<file path="src/rtl/core/sabt_pkg.sv">
// shared types and constants for the selective ack bitmap tracker
package sabt_pkg;

  localparam int TRACK_SIZE  = 64;
  localparam int WINDOW_BITS = 32;
  localparam int TRK_IDX_W   = $clog2(TRACK_SIZE);

  localparam int SEQ_W      = 16;
  localparam int TIME_W     = 64;
  localparam int ACK_BITS_W = 32;
  localparam int CNT_W      = 16;
  localparam int THR_W      = 8;
  localparam int LIM_W      = 32;
  localparam int ACT_W      = 2;
  localparam int CFG_IDX_W  = 8;
  localparam int CFG_DATA_W = 32;

  localparam logic [ACT_W-1:0] ACT_RX    = 2'd0;
  localparam logic [ACT_W-1:0] ACT_CLEAR = 2'd1;
  localparam logic [ACT_W-1:0] ACT_CHECK = 2'd2;

  localparam logic [CFG_IDX_W-1:0] CFG_THRESHOLD = 8'd0;
  localparam logic [CFG_IDX_W-1:0] CFG_DELAY     = 8'd1;

  localparam logic [THR_W-1:0] THR_RESET = 8'd2;
  localparam logic [LIM_W-1:0] LIM_RESET = 32'd10000000;

  typedef logic [TRACK_SIZE-1:0] map_t;

  // newest seq and window after the bitmap update
  typedef struct packed {
    logic [SEQ_W-1:0]      newest;
    logic [ACK_BITS_W-1:0] window;
  } map_res_t;

  typedef struct packed {
    logic [SEQ_W-1:0]      ack_seq;
    logic [ACK_BITS_W-1:0] ack_bits;
    logic                  ack_pending;
    logic                  send_now;
    logic [CNT_W-1:0]      pending_packets;
  } result_t;

endpackage

</file>
<file path="src/rtl/core/sabt_map.sv">
// received bitmap and newest sequence number, updated per packet
module sabt_map (
  input  logic                        clk,
  input  logic                        rst_n,
  input  logic                        step_en,
  input  logic [sabt_pkg::ACT_W-1:0]  action,
  input  logic [sabt_pkg::SEQ_W-1:0]  seq_num,
  output sabt_pkg::map_res_t          map_res
);

  logic [sabt_pkg::SEQ_W-1:0] newest_r, newest_nxt;
  sabt_pkg::map_t             map_r, map_nxt;
  logic [sabt_pkg::SEQ_W-1:0] fwd;
  logic [sabt_pkg::SEQ_W-1:0] back;
  logic                       first_pkt;
  logic                       newer;

  always_comb begin
    fwd       = seq_num - newest_r;
    back      = newest_r - seq_num;
    first_pkt = (map_r == '0) && (newest_r == '0);
    // serial order: forward distance 1..32767 is newer
    newer     = (fwd != '0) && !fwd[sabt_pkg::SEQ_W-1];
    newest_nxt = newest_r;
    map_nxt    = map_r;
    if (action == sabt_pkg::ACT_RX) begin
      if (first_pkt) begin
        newest_nxt = seq_num;
        map_nxt    = sabt_pkg::map_t'(1);
      end else if (newer) begin
        newest_nxt = seq_num;
        if (fwd >= sabt_pkg::SEQ_W'(sabt_pkg::TRACK_SIZE)) begin
          map_nxt = '0;
        end else begin
          map_nxt = map_r << fwd[sabt_pkg::TRK_IDX_W-1:0];
        end
        map_nxt[0] = 1'b1;
      end else if (back < sabt_pkg::SEQ_W'(sabt_pkg::TRACK_SIZE)) begin
        map_nxt[back[sabt_pkg::TRK_IDX_W-1:0]] = 1'b1;
      end
    end
  end

  // window bit i-1 holds map bit i
  always_comb begin
    map_res.newest = newest_nxt;
    map_res.window = '0;
    for (int i = 1; i <= sabt_pkg::WINDOW_BITS; i++) begin
      if (i <= sabt_pkg::ACK_BITS_W && i < sabt_pkg::TRACK_SIZE) begin
        map_res.window[i-1] = map_nxt[i];
      end
    end
  end

  always_ff @(posedge clk) begin
    if (!rst_n) begin
      newest_r <= '0;
      map_r    <= '0;
    end else if (step_en) begin
      newest_r <= newest_nxt;
      map_r    <= map_nxt;
    end
  end

endmodule

</file>
<file path="src/rtl/core/sabt_pend.sv">
// pending ack bookkeeping, config registers and the send decision
module sabt_pend (
  input  logic                            clk,
  input  logic                            rst_n,
  input  logic                            step_en,
  input  logic [sabt_pkg::ACT_W-1:0]      action,
  input  logic [sabt_pkg::TIME_W-1:0]     now_time,
  input  sabt_pkg::map_res_t              map_res,
  input  logic                            cfg_we,
  input  logic [sabt_pkg::CFG_IDX_W-1:0]  cfg_index,
  input  logic [sabt_pkg::CFG_DATA_W-1:0] cfg_data,
  output sabt_pkg::result_t               result
);

  logic                              pend_r, pend_nxt;
  logic [sabt_pkg::TIME_W-1:0]       first_r, first_nxt;
  logic [sabt_pkg::CNT_W-1:0]        cnt_r, cnt_nxt;
  logic [sabt_pkg::SEQ_W-1:0]        hseq_r, hseq_nxt;
  logic [sabt_pkg::ACK_BITS_W-1:0]   hbits_r, hbits_nxt;
  logic [sabt_pkg::THR_W-1:0]        thr_r;
  logic [sabt_pkg::LIM_W-1:0]        lim_r;
  logic [sabt_pkg::TIME_W-1:0]       elapsed;

  always_comb begin
    pend_nxt  = pend_r;
    first_nxt = first_r;
    cnt_nxt   = cnt_r;
    hseq_nxt  = hseq_r;
    hbits_nxt = hbits_r;
    if (action == sabt_pkg::ACT_RX) begin
      if (!pend_r) begin
        pend_nxt  = 1'b1;
        first_nxt = now_time;
      end
      if (cnt_r != '1) begin
        cnt_nxt = cnt_r + 1'b1;
      end
      hseq_nxt  = map_res.newest;
      hbits_nxt = map_res.window;
    end else if (action == sabt_pkg::ACT_CLEAR) begin
      pend_nxt  = 1'b0;
      first_nxt = '0;
      cnt_nxt   = '0;
      hseq_nxt  = '0;
      hbits_nxt = '0;
    end
    elapsed = now_time - first_nxt;
    result.ack_seq         = hseq_nxt;
    result.ack_bits        = hbits_nxt;
    result.ack_pending     = pend_nxt;
    result.pending_packets = cnt_nxt;
    result.send_now        = pend_nxt &&
                             ((cnt_nxt >= sabt_pkg::CNT_W'(thr_r)) ||
                              (elapsed >= sabt_pkg::TIME_W'(lim_r)));
  end

  always_ff @(posedge clk) begin
    if (!rst_n) begin
      pend_r  <= 1'b0;
      first_r <= '0;
      cnt_r   <= '0;
      hseq_r  <= '0;
      hbits_r <= '0;
    end else if (step_en) begin
      pend_r  <= pend_nxt;
      first_r <= first_nxt;
      cnt_r   <= cnt_nxt;
      hseq_r  <= hseq_nxt;
      hbits_r <= hbits_nxt;
    end
  end

  always_ff @(posedge clk) begin
    if (!rst_n) begin
      thr_r <= sabt_pkg::THR_RESET;
      lim_r <= sabt_pkg::LIM_RESET;
    end else if (cfg_we) begin
      if (cfg_index == sabt_pkg::CFG_THRESHOLD) begin
        thr_r <= cfg_data[sabt_pkg::THR_W-1:0];
      end else if (cfg_index == sabt_pkg::CFG_DELAY) begin
        lim_r <= cfg_data[sabt_pkg::LIM_W-1:0];
      end
    end
  end

endmodule

</file>
<file path="src/rtl/core/selective_ack_bitmap_tracker.sv">
// selective ack bitmap tracker: the receive side of a reliable channel
//
// in_*  : one request per cycle when in_ready; action 0 records a received
//         seq_num, 1 clears the pending ack once sent, 2 only checks time.
// out_* : exactly one result per request: the seq to ack, a 32 bit window of
//         earlier seqs, pending flag, count, and send_now when the count
//         threshold is reached or the oldest pending packet waited too long.
// cfg_* : index 0 count threshold, index 1 delay limit in ns; always ready,
//         other indexes are ignored. write only while no request is in flight.
// throughput: one request per cycle while out_ready keeps the result register
// free; the state update runs between the input register and the result
// register.
// a stalled out_ready holds the result register; the input register still
// takes one more request, and in_ready drops only when both are full.
// reset (rst_n low, synchronous) empties both registers, clears the bitmap and
// pending state and loads the register defaults (threshold 2, limit 10 ms).
module selective_ack_bitmap_tracker (
  input  logic                            clk,
  input  logic                            rst_n,
  input  logic                            in_valid,
  output logic                            in_ready,
  input  logic [sabt_pkg::ACT_W-1:0]      in_action,
  input  logic [sabt_pkg::SEQ_W-1:0]      in_seq_num,
  input  logic [sabt_pkg::TIME_W-1:0]     in_now_time,
  output logic                            out_valid,
  input  logic                            out_ready,
  output logic [sabt_pkg::SEQ_W-1:0]      out_ack_seq,
  output logic [sabt_pkg::ACK_BITS_W-1:0] out_ack_bits,
  output logic                            out_ack_pending,
  output logic                            out_send_now,
  output logic [sabt_pkg::CNT_W-1:0]      out_pending_packets,
  input  logic                            cfg_valid,
  output logic                            cfg_ready,
  input  logic [sabt_pkg::CFG_IDX_W-1:0]  cfg_index,
  input  logic [sabt_pkg::CFG_DATA_W-1:0] cfg_data
);

  logic                          s1_valid_r;
  logic [sabt_pkg::ACT_W-1:0]    s1_action_r;
  logic [sabt_pkg::SEQ_W-1:0]    s1_seq_r;
  logic [sabt_pkg::TIME_W-1:0]   s1_now_r;
  logic                          out_valid_r;
  sabt_pkg::result_t             res_r;
  sabt_pkg::result_t             res_nxt;
  sabt_pkg::map_res_t            map_res;
  logic                          out_free;
  logic                          step_en;
  logic                          in_acc;

  assign out_free  = !out_valid_r || out_ready;
  assign step_en   = s1_valid_r && out_free;
  assign in_ready  = !s1_valid_r || out_free;
  assign in_acc    = in_valid && in_ready;
  assign cfg_ready = 1'b1;

  always_ff @(posedge clk) begin
    if (!rst_n) begin
      s1_valid_r <= 1'b0;
    end else if (in_acc) begin
      s1_valid_r <= 1'b1;
    end else if (step_en) begin
      s1_valid_r <= 1'b0;
    end
  end

  always_ff @(posedge clk) begin
    if (in_acc) begin
      s1_action_r <= in_action;
      s1_seq_r    <= in_seq_num;
      s1_now_r    <= in_now_time;
    end
  end

  sabt_map u_map (
    .clk     (clk),
    .rst_n   (rst_n),
    .step_en (step_en),
    .action  (s1_action_r),
    .seq_num (s1_seq_r),
    .map_res (map_res)
  );

  sabt_pend u_pend (
    .clk       (clk),
    .rst_n     (rst_n),
    .step_en   (step_en),
    .action    (s1_action_r),
    .now_time  (s1_now_r),
    .map_res   (map_res),
    .cfg_we    (cfg_valid && cfg_ready),
    .cfg_index (cfg_index),
    .cfg_data  (cfg_data),
    .result    (res_nxt)
  );

  always_ff @(posedge clk) begin
    if (!rst_n) begin
      out_valid_r <= 1'b0;
    end else if (step_en) begin
      out_valid_r <= 1'b1;
    end else if (out_ready) begin
      out_valid_r <= 1'b0;
    end
  end

  always_ff @(posedge clk) begin
    if (step_en) begin
      res_r <= res_nxt;
    end
  end

  assign out_valid           = out_valid_r;
  assign out_ack_seq         = res_r.ack_seq;
  assign out_ack_bits        = res_r.ack_bits;
  assign out_ack_pending     = res_r.ack_pending;
  assign out_send_now        = res_r.send_now;
  assign out_pending_packets = res_r.pending_packets;

endmodule

</file>
<file path="config.mk">
export PLATFORM = sky130hd
export DESIGN_NAME = selective_ack_bitmap_tracker
export DESIGN_NICKNAME = d
export VERILOG_FILES = /design/src/rtl/core/sabt_pkg.sv /design/src/rtl/core/sabt_map.sv /design/src/rtl/core/sabt_pend.sv /design/src/rtl/core/selective_ack_bitmap_tracker.sv
export SDC_FILE = /design/constraint.sdc
export NUM_CORES = 1
export LEC_CHECK = 0
export ABC_CLOCK_PERIOD_IN_PS = 5400
export BUFFER_PORTS_ARGS = -buffer_cell sky130_fd_sc_hd__buf_2
export CORE_UTILIZATION = 35
export CTS_CLUSTER_SIZE = 8
export DETAILED_ROUTE_END_ITERATION = 16
export PLACE_DENSITY = 0.59
export SETUP_SLACK_MARGIN = 0.5
export SLEW_MARGIN = 20
export SYNTH_ARGS = -nofsm -noshare
export SYNTH_HDL_FRONTEND = slang
export SYNTH_SLANG_ARGS = --single-unit
</file>
<file path="constraint.sdc">
create_clock -name clk -period 5.4 [get_ports clk]
set_input_delay 1.08 -clock clk [delete_from_list [all_inputs] [get_ports clk]]
set_output_delay 1.08 -clock clk [all_outputs]
set_load 0.01 [all_outputs]
</file>
==> flow_metrics.py <==
metrics = {
    "yosys": {
        "yosysSeqAreaShare_pct": 35.25,
        "synth_area_leader_cell": "sky130_fd_sc_hd__dfxtp_1",
        "synth_top_cells_by_area": "sky130_fd_sc_hd__dfxtp_1 (19%), sky130_fd_sc_hd__edfxtp_1 (17%), sky130_fd_sc_hd__nand2_1 (7.0%), sky130_fd_sc_hd__ha_1 (6.1%), sky130_fd_sc_hd__a21oi_1 (5.5%)",
        "syn-cell-area_sq_um": 26860,
        "synth_nets": 3463,
        "ys_warn_count": 0,
        "synth_top_area_share_pct": 18.71,
        "post_synth_inst_count": 3201,
        "asyncSetResetFlopFracSynth_pct": 0,
        "synth_edf_count": 148,
        "syn_avg_cell_area_sq_um": 8.391,
        "ys_dominant_reg_cell": "sky130_fd_sc_hd__dfxtp_1",
        "synth.distinct_cells": 100,
        "ys_ff_latch": 399,
    },
    "clock_network": {
        "clock_insertion_delay_worst_skew_ps": 630,
        "cts_made_buffers": 57,
        "clk_root_buffer_cell": "sky130_fd_sc_hd__clkbuf_16",
        "path_clk_slew_ps": 60,
        "tritoncts": "yes",
        "clock_sink_count": 399,
        "htree_levels": 2,
        "clock_tree.buffer_depth": 3,
    },
    "floorplan": {
        "dieHeight_um": 279.0,
        "die_width_um": 279.0,
        "io_pins": 196,
        "core_area_sq_um": 75950,
        "floorplan.initialDensity_pct": 35.37,
        "fp.dieArea_sq_um": 77860,
        "row_count": 101,
    },
    "sta": {
        "report.final.hold_viol_count": 0,
        "fin_skew_ps": 30.26,
        "max_freq_mhz": 176.8,
        "drv_slew": 0,
        "grt_setup_unrepaired": "true",
        "period_minus_slack_ps": 5657,
        "tightest_slew_ps": 1089,
        "slew-limit-headroom_pct": 27.22,
        "final-setup-viol-count": 1,
        "fin_crit_sh_pct": 104.8,
        "final_setup_slack_of_the_worst_path_ps": -256.6,
    },
    "place": {
        "port_buffers": 194,
        "detailedPlacementHpwl_mm": 70.88,
        "dp.cells": 4465,
        "gpl_congestion": 0.9986,
    },
    "power_and_ir_drop": {
        "pwr_density_cell_nw_per_um2": 279.7,
        "p_leak_nw": 13.33,
        "irDropWorstVdd_mv": 0.3227,
        "total_power_w": 0.009218,
    },
    "critical_path": {
        "critical_path.reg2reg.startpoint": "s1_action_r[0]$_DFFE_PP_",
        "reg2regPathDepth": 33,
        "crit-reg2reg-capture": "out_send_now$_DFFE_PP_",
        "worst_ep_arrival_time_ps": 6020,
        "timing.critical_path.max_delay_family": "buffers and inverters",
        "worstPathRequired_ps": 5770,
        "crit_path_frequent_cell": "sky130_fd_sc_hd__buf_4",
        "setup.reg_to_reg.worst_slack_ps": -260,
        "slowest_stage": "sky130_fd_sc_hd__edfxtp_1",
        "critical_path_buf_inv_count": 13,
        "cp-end-kind": "flop",
        "critPathKind": "flop to flop",
        "cp-start-kind": "flop",
        "longest_individual_stage_delay_on_the_worst_path_ps": 440,
        "biggest_fanout_along_the_worst_timing_path": 6,
    },
    "final_layout": {
        "synthToLayoutAreaGrowth_pct": 22.68,
        "post_route_cells_drive_above_1_share_pct": 21.45,
        "layout_common_cells": "sky130_fd_sc_hd__nand2_1 (494), sky130_fd_sc_hd__buf_4 (296), sky130_fd_sc_hd__a21oi_1 (283)",
        "multi_input_area_sq_um": 16620,
        "finish.net_count": 3801,
        "sequential_cell_area_sq_um": 9469,
        "leading_cell_type_in_the_layout_fill_and_taps_excluded": "sky130_fd_sc_hd__nand2_1",
        "final.fill_count": 7585,
        "finalNonFillerCells": 4611,
    },
    "detailed_routing": {
        "drt_drc_violations_left": 0,
        "postRouteWirelength_mm": 94.94,
        "detail-route-antenna-nets": 0,
        "detail_route.wl_per_cell_um": 20.59,
        "num_vias": 25570,
        "first_pass_drt_iterations": 6,
        "drt-initial-drc-count": 2187,
        "viasPerCell": 5.545,
    },
    "grt": {
        "grt-busiest-layer": "met2",
        "antenna_found_initial": 1,
        "gr-total-overflow": 0,
        "first_global_vias": 24320,
        "track_usage_pct": 23.60,
        "met3_usage_pct": 3.414,
        "met2_global_route_usage_pct": 39.95,
        "grt.met1_usage_pct": 30.42,
        "grt_first_pass_wirelength_mm": 144.0,
        "grt_start_max_net_pins": 176,
    },
    "run": {
        "cap_violations": 0,
    },
    "run_status": {
        "failed_checks": "negative setup slack",
        "run_status": "complete, but fails checks",
    },
    "min_path": {
        "holdCritPathClass": "flop to flop",
        "timing.hold.worst_path_depth": 2,
        "holdCritStartpoint": "u_pend.hbits_r[5]$_SDFFE_PN0P_",
        "min_to": "u_pend.hbits_r[5]$_SDFFE_PN0P_",
    },
}
==> how the worst max path moves through the flow <==
stage / start / endpoint / slack (ps) / depth (start not counted)
3_3_place_gp: s1_action_r[0]$_DFFE_PP_ / out_send_now$_DFFE_PP_ / -280 / 28
3_5_place_dp: s1_action_r[1]$_DFFE_PP_ / out_send_now$_DFFE_PP_ / -440 / 24
2_1_floorplan: s1_action_r[1]$_DFFE_PP_ / out_send_now$_DFFE_PP_ / 280 / 26
6_report: s1_action_r[0]$_DFFE_PP_ / out_send_now$_DFFE_PP_ / -260 / 33
5_1_grt: s1_action_r[0]$_DFFE_PP_ / out_send_now$_DFFE_PP_ / -670 / 29
4_1_cts: s1_action_r[1]$_DFFE_PP_ / out_send_now$_DFFE_PP_ / -300 / 26
==> metrics by stage <==
stage	worst slack, ps	utilization, %	cell area (sq um)	setup TNS (ps)	hold WS, ps
2_1_floorplan	278.9	-	27060	0	424.9
3_3_place_gp	-283.4	40.21	30540	-283.4	433.0
3_5_place_dp	-435.8	40.21	30540	-435.8	440.0
4_1_cts	-300.6	42.69	32420	-300.6	446.2
5_1_grt	-674.9	43.39	32950	-674.9	457.7
6_report	-256.6	43.39	32950	-256.6	444.0
==> cell type report <==
cell class | count | share of cell area (%)
Clock inverter | 5 | 0.2430
Multi-Input combinational cell | 2470 | 50.44
Clock buffer | 95 | 4.856
Tap cell | 1030 | 3.911
Sequential cell | 399 | 28.73
Inverter | 105 | 1.219
Timing Repair Buffer | 506 | 10.59
Antenna cell | 1 | 0.007594
==> worst register-to-register path, delay by kind of cell (launching register included) <==
| kind | cells | cell delay, ps |
|---|---|---|
| XOR/XNOR | 1 | 70 |
| AO/OA/AOI/OAI | 9 | 1240 |
| adder cells (fa/ha/maj) | 2 | 590 |
| AND/OR/NAND/NOR | 8 | 1380 |
| buffers and inverters | 13 | 1690 |
| flip-flops | 1 | 440 |
==> synth_stat cells, types with 61 or more instances <==
cell type	n
sky130_fd_sc_hd__nor2_1	179
sky130_fd_sc_hd__ha_1	132
sky130_fd_sc_hd__edfxtp_1	148
sky130_fd_sc_hd__nand2_1	498
sky130_fd_sc_hd__mux2i_1	87
sky130_fd_sc_hd__a21boi_0	65
sky130_fd_sc_hd__inv_1	104
sky130_fd_sc_hd__nand3_1	61
sky130_fd_sc_hd__dfxtp_1	251
sky130_fd_sc_hd__clkbuf_1	175
sky130_fd_sc_hd__o21ai_1	64
sky130_fd_sc_hd__a21oi_1	297
sky130_fd_sc_hd__o211a_1	84
sky130_fd_sc_hd__o21ai_0	207
sky130_fd_sc_hd__nor3_1	77
sky130_fd_sc_hd__a22oi_1	64
==> flip-flops by register name (all words and copies together) (netlist names) <==
register and count:
out_ack_bits 32, out_ack_pending 1, out_ack_seq 16, out_pending_packets 16, out_send_now 1, out_valid 1
s1_action_r 2, s1_now_r 64, s1_seq_r 16, s1_valid_r 1, u_map.map_r 64, u_map.newest_r 16
u_pend.cnt_r 16, u_pend.first_r 64, u_pend.hbits_r 32, u_pend.hseq_r 16, u_pend.lim_r 32, u_pend.pend_r 1
u_pend.thr_r 8
==> routing by layer <==
| layer | vias to the layer above | routed length [um] |
|---|---|---|
| li1 | 12440 | - |
| met5 | - | 0 |
| met1 | 12150 | 41230 |
| met3 | 182 | 5260 |
| met4 | 0 | 3415 |
| met2 | 800 | 45030 |
==> report_power, final <==
group	leakage (nW)	total, W	switching [W]	internal [W]
combinational	9.07	0.00249	0.00148	0.00100
clock	0.803	0.00341	0.00137	0.00204
sequential	3.46	0.00332	0.0000847	0.00324
total	13.3	0.00922	0.00294	0.00628
==> cell families after synthesis <==
kind of cell | after synthesis | synth area share [%]
AO/OA/AOI/OAI | 1082 | 26.50
multiplexers | 135 | 6.847
adder cells (fa/ha/maj) | 135 | 6.372
other | 1 | 0.01396
flip-flops | 399 | 35.25
XOR/XNOR | 79 | 2.576
AND/OR/NAND/NOR | 1038 | 17.58
buffers and inverters | 332 | 4.858
==> repair_timing <==
| item | 4_1_cts | 5_1_grt |
|---|---|---|
| cloned | 0 | 2 |
| hold endpoints to repair | 0 | 0 |
| pin swaps | 19 | 71 |
| hold buffers | 0 | 0 |
| resized for setup | 19 | 66 |
| buffers inserted | 15 | 28 |
| setup endpoints to repair | 1 | 4 |
Note: power is estimated with default switching activity, not from simulation.
